`src/hdl/pnq_pkg.sv`:
```
// ----------------------------------------------------------------------------
// pnq_pkg: shared types and constants of the point store
// Store depth, derived widths, opcodes and the command and status groups
// that join the controller and the datapath.
// ----------------------------------------------------------------------------
package pnq_pkg;

  localparam int STORE_DEPTH = 1024;
  localparam int ADDR_W      = $clog2(STORE_DEPTH);
  localparam int CNT_W       = $clog2(STORE_DEPTH + 1);

  localparam int COORD_W    = 16;
  localparam int SCALE_W    = 8;
  localparam int WGT_W      = 2 * SCALE_W;
  localparam int SQ_W       = 2 * COORD_W;
  localparam int WSQ_W      = SQ_W + WGT_W;
  localparam int DIST_W     = WSQ_W + 1;
  localparam int OUT_DIST_W = 51;
  localparam int OUT_IDX_W  = 10;
  localparam int OUT_CNT_W  = 11;

  localparam logic signed [COORD_W-1:0] COORD_MAX = 16'sh7fff;
  localparam logic signed [COORD_W-1:0] COORD_MIN = 16'sh8000;

  typedef enum logic [1:0] {
    OP_APPEND  = 2'd0,
    OP_POP     = 2'd1,
    OP_CLOSEST = 2'd2,
    OP_EXTENTS = 2'd3
  } opcode_t;

  // Commands from the controller to the datapath.
  typedef struct packed {
    logic load;    // capture the accepted beat and arm the scan
    logic issue;   // read the next stored point
    logic finish;  // update the store state and present the result
  } pnq_cmd_t;

  // Status from the datapath to the controller.
  typedef struct packed {
    logic is_query;
    logic count_zero;
    logic last_issue;
    logic pipe_busy;
  } pnq_stat_t;

endpackage

```
`src/hdl/pnq_ctrl.sv`:
```
// ----------------------------------------------------------------------------
// pnq_ctrl: sequencing state machine
// Accepts a beat, walks the stored points when the opcode is a query and the
// store holds points, drains the datapath pipeline and finishes the item.
// ----------------------------------------------------------------------------
module pnq_ctrl import pnq_pkg::*; (
  input  logic      clk,
  input  logic      rst_n,
  input  logic      start,
  output logic      busy,
  input  pnq_stat_t stat,
  output pnq_cmd_t  cmd
);

  typedef enum logic [4:0] {
    S_IDLE  = 5'b00001,
    S_SETUP = 5'b00010,
    S_SCAN  = 5'b00100,
    S_DRAIN = 5'b01000,
    S_DONE  = 5'b10000
  } state_t;

  state_t state_r, state_nxt;

  always_comb begin
    state_nxt  = state_r;
    cmd.load   = 1'b0;
    cmd.issue  = 1'b0;
    cmd.finish = 1'b0;
    unique case (state_r)
      S_IDLE: begin
        if (start) begin
          cmd.load  = 1'b1;
          state_nxt = S_SETUP;
        end
      end
      S_SETUP: begin
        if (stat.is_query && !stat.count_zero) begin
          state_nxt = S_SCAN;
        end else begin
          state_nxt = S_DONE;
        end
      end
      S_SCAN: begin
        cmd.issue = 1'b1;
        if (stat.last_issue) begin
          state_nxt = S_DRAIN;
        end
      end
      S_DRAIN: begin
        if (!stat.pipe_busy) begin
          state_nxt = S_DONE;
        end
      end
      S_DONE: begin
        cmd.finish = 1'b1;
        state_nxt  = S_IDLE;
      end
      default: begin
        state_nxt = S_IDLE;
      end
    endcase
  end

  always_ff @(posedge clk) begin
    if (!rst_n) begin
      state_r <= S_IDLE;
    end else begin
      state_r <= state_nxt;
    end
  end

  assign busy = (state_r != S_IDLE);

endmodule

```
`config.mk`:
```
export PLATFORM = sky130hd
export DESIGN_NAME = pnq_ctrl
export DESIGN_NICKNAME = d
export VERILOG_FILES = /design/src/hdl/pnq_pkg.sv /design/src/hdl/pnq_ctrl.sv
export SDC_FILE = /design/constraint.sdc
export NUM_CORES = 1
export LEC_CHECK = 0
export BUFFER_PORTS_ARGS = -buffer_cell sky130_fd_sc_hd__buf_2
export CAP_MARGIN = 20
export CORE_AREA = 2 2 39 41
export DETAILED_ROUTE_END_ITERATION = 6
export DIE_AREA = 0 0 41 43
export SLEW_MARGIN = 20
export SYNTH_ARGS = -nofsm -noshare
export SYNTH_HDL_FRONTEND = slang
export SYNTH_SLANG_ARGS = --single-unit
```
`constraint.sdc`:
```
create_clock -name clk -period 1.64 [get_ports clk]
set_input_delay 0.328 -clock clk [delete_from_list [all_inputs] [get_ports clk]]
set_output_delay 0.328 -clock clk [all_outputs]
set_load 0.05 [all_outputs]
```
## Word level (Yosys, flattened, before mapping)

Cells that the tools add are included.

- Equality and inequality tests: 9
- Reduce and logical (&&, ||, !) cells: 3
- Muxes and demuxes: 9

Operators with widths:

| cell | count |
|---|---|
| $mux W5 | 4 |
| $pmux W5 S4 | 1 |
| $ne A2 B2 Y1 const B | 3 |
| $eq A5 B1 Y1 const B | 1 |
| $eq A5 B2 Y1 const B | 1 |
| $eq A5 B3 Y1 const B | 1 |
| $eq A5 B4 Y1 const B | 1 |
| $eq A5 B5 Y1 const B | 1 |
| $ne A5 B1 Y1 const B | 1 |
| $mux W1 | 4 |
| $reduce_and A3 Y1 | 1 |
| $logic_and A1 B1 Y1 | 1 |
| $logic_not A1 Y1 | 1 |

- Bits in registers: 5
- Bits of input ports: 7
- Word-level logic and storage cells: 22

## Depth between registers and ports, before layout

- Depth in word-level cells: 4
- Depth in mapped cells: 3
- Gate-level depth less buffers: 3

## Worst setup path after synthesis

OpenSTA, ideal clock, no wires.

- Path type: reg-to-output
- Start: register state_r[0]
- End: output cmd[1] (netlist bit)
- Stages on the path, launching flop included: 3
- Arrival: 1393 ps
- Path buffers: 0
- Slack: -81 ps
- Required time: 1312 ps
- Path through: dfxtp_1 -> or3_4 -> nor2_1

RTL lines:

| element | RTL line | text |
|---|---|---|
| from (decl) | pnq_ctrl.sv:23 | `state_t state_r, state_nxt;` |
| from (signal assigned) | pnq_ctrl.sv:69 | `state_r <= state_nxt;` |
| to (decl) | pnq_ctrl.sv:12 | `output pnq_cmd_t cmd` |

## Worst setup path after layout

- Start: register state_r[3]
- End: output busy

- Longest elaborated chain between the ends: 1

RTL lines:

| element | RTL line | text |
|---|---|---|
| $ne A5 B1 Y1 | pnq_ctrl.sv:73 | `assign busy = (state_r != S_IDLE);` |
| to (decl) | pnq_ctrl.sv:10 | `output logic busy,` |

Every way passes these cells.

==> out/results.md <==
| Item | Value | Unit |
|:---|:---|:---|
| Result of the run | complete, but fails checks | - |
| Violated checks | setup timing | - |
| Sequential element share of the synthesized area | 33.9 | % |
| RSZ-0062 raised after global routing | yes | - |
| Wire length after detailed routing | 748 | um |
| Post-layout util | 36.2 | % |
| Largest cells by area after synthesis | dfxtp_1 (34%), nand2b_1 (6.4%), nor2_1 (5.1%) | - |
| Wire length of the first global-routing pass | 1280 | um |
| Met2 routed WL | 391 | um |
| Number of max-slew violations in the final report | 0 | - |
| Tightest Hold Check Type | in -> reg | - |
| Total routing resource utilization after global routing | 11.0 | % |
| Met1 wire length | 309 | um |
| Total met3 wirelength after detailed routing | 47 | um |
| Number of synthesized flops with an enable pin | 0 | - |
| Max reg flops | 5 | - |
| Number of max-cap violations | 0 | - |
| Fraction of synthesis flops using an asynchronous set or reset pin | 0 | % |
| Initial antenna violation count | 0 | - |
| Final Hold Vio Count | 0 | - |
| Regs by FF count | state_r (5) | - |
| Synth top area share | 33.9 | % |
| Combinational power share | 35.6 | % |
| Share of final-layout standard cells stronger than drive strength 1 | 53.6 | % |
| Peak supply drop | 469 | uV |
| Highest signal layer in the routed design | met3 | - |
| Switch share | 30.6 | % |
| Synthesized area per cell | 8.68 | um^2 |
| Number of nets in the layout | 64 | - |
| Total of flip-flops plus latches after synthesis | 5 | - |
| Clock latency on the worst-skew pair | 240 | ps |
| I/O pin total | 11 | - |
| Mapped cell area | 295 | um^2 |
| Die outline area | 1760 | um^2 |
| Final global-route overflow total | 0 | - |
| Yosys warning count | 0 | - |
| Seq pwr share | 31.8 | % |
| Worst Tran Pin Value | 447 | ps |
| Clock period minus final worst setup slack | 1660 | ps |
| Library cell occupying the most area in the post-synthesis netlist | dfxtp_1 | - |
| Internal power consumption | 294 | uW |
| Category of the critical setup timing path | reg -> out | - |
| Cells after Synth | 34 | - |
| Maximum fanout along the worst path | 2 | - |
| DRC | 0 | - |
| Total iterations of the first detailed-routing run | 2 | - |
| Dominant synthesized flop cell | dfxtp_1 | - |
| Leakage | 0.000217 | uW |
| # H-tree levels | 1 | - |
| Smallest setup slack after layout | -21.5 | ps |
| Leading cell type by number of instances after synthesis | dfxtp_1 | - |
| Startpoint class of the critical path | flip-flop | - |
| DRT antenna net count | 0 | - |
| Ranking of synthesized cells by instance count | dfxtp_1 (5), nor2_1 (4), inv_1 (3), nand2b_1 (3), and3_1 (2) | - |
| Width of the chip | 41 | um |
| Headroom to the max-slew limit | 70.0 | % |
| Worst Hold Margin | 347 | ps |
| Hold bufs inserted after CTS | 0 | - |
| Setup Viol. Count Final | 2 | - |
| Largest net degree at the start of global routing | 7 | - |
| TritonCTS Buffers | 3 | - |
| Power density over cell area | 845 | nW/um^2 |
| Area used by sequential logic in the layout | 100 | um^2 |
| Clock Power Share | 32.6 | % |
| Largest Register | state_r | - |
| Switching power of the nets | 129 | uW |
| Root buf cell | clkbuf_4 | - |
| Final cycle utilization of the critical path | 101 | % |
| Routability Congestion | 0.753 | - |
| Total nets after synthesis | 41 | - |
| Initial Util | 21.3 | % |
| Arrival time reported for the critical path endpoint | 1330 | ps |
| Reg clk slew, reported paths | 40 | ps |
| Final Skew | 1.17 | ps |
| Count of cell types in the netlist | 22 | - |
| Max Root-Sink Buffers | 2 | - |
| Layout overhead on the synthesized area | 69.5 | % |
| Area of the multi-input gates | 211 | um^2 |
| Area of the core region | 1380 | um^2 |
| ANT cells | 0 | - |
| IO Port Bufs | 10 | - |
| Fillcell total | 146 | - |
| DR vias | 320 | - |
| Power consumption | 423 | uW |
| Floorplan row count | 14 | - |
| Number of global-route vias before repair | 341 | - |
| Die span in y | 43 | um |
| Fmax | 0.602 | GHz |
| Clock tree from TritonCTS | yes | - |
| Detail-routed net length per standard cell | 10.4 | um |
| Mean number of vias per cell | 4.44 | - |
| Worst Path Required | 1310 | ps |
| Critical path capture point type | primary output | - |
| Clk sinks | 5 | - |
| Drt first-iter violations | 5 | - |
area by class of cell:
type                    count  share of cell area [%]
clock buffers               4                    5.25
inverters                   3                    2.25
multi-input cells          26                    42.3
flip-flops and latches      5                    20.0
well taps                  16                    4.00
repair buffers             18                    26.3
kinds of logic after synthesis:
logic type | after synthesis | share of synthesized area, %
xor+xnor | 1 | 2.97
buf+inv | 3 | 3.81
simple gates | 18 | 39.8
compound gates | 7 | 19.5
flops | 5 | 33.9
power by group through the flow:
stage | combinational [uW] | clock, uW | sequential [uW]
2_1_floorplan | 72.8 | 0 | 139
3_3_place_gp | 120 | 0 | 136
3_5_place_dp | 120 | 0 | 136
4_1_cts | 147 | 145 | 134
5_1_grt | 162 | 152 | 135
6_report | 151 | 138 | 134
metrics by stage:
stage | setup TNS [ps] | worst slack, ps | std cells | area (um^2)
2_1_floorplan | 0 | 124 | 34 | 299
3_3_place_gp | 0 | 91.3 | 67 | 422
3_5_place_dp | 0 | 81.4 | 67 | 422
4_1_cts | -50.8 | -28.9 | 72 | 488
5_1_grt | -140 | -77.7 | 72 | 500
6_report | -35.4 | -21.5 | 72 | 500
layer usage:
layer,track usage (%),up-vias
li1,-,171
met1,11.6,138
met2,16.9,11
met3,2.62,0
met4,10.0,0
met5,0,-
worst max-delay path, stage by stage, from the launching register on:
cell and delay (ps):
dfxtp_1 300, or3_4 400, nor2_4 100, buf_4 110
inv_1 40, buf_6 140
layout by cell type (no fill, tap or decap), drive strengths merged:
cell type / count
nand3: 1
a211o: 1
xor2: 1
dfxtp: 5
a211oi: 1
nor4: 1
inv: 3
nor3: 1
o21ai: 1
or4b: 2
clkbuf: 5
o31ai: 1
or2b: 1
and3: 2
o211ai: 1
a2111oi: 1
and2: 1
nand2b: 3
buf: 17
nor2: 4
or3: 2
o21a: 1
final timing paths:
kind / from / to / slack (ps) / cells after the start
setup / recovery: state_r[3] / busy / -20 / 5
hold / removal: rst_n / state_r[2] / 350 / 2
setup reg to reg: state_r[3] / state_r[4] / 60 / 4
hold reg to reg: state_r[4] / state_r[0] / 530 / 1
repair_timing:
| action | 4_1_cts | 5_1_grt |
|---|---|---|
| setup endpoints to repair | 3 | 5 |
| gates resized for setup | 10 | 4 |
| buffers inserted | 1 | 0 |
| pin swaps | 2 | 0 |
Note: power is estimated with default switching activity, not from simulation.
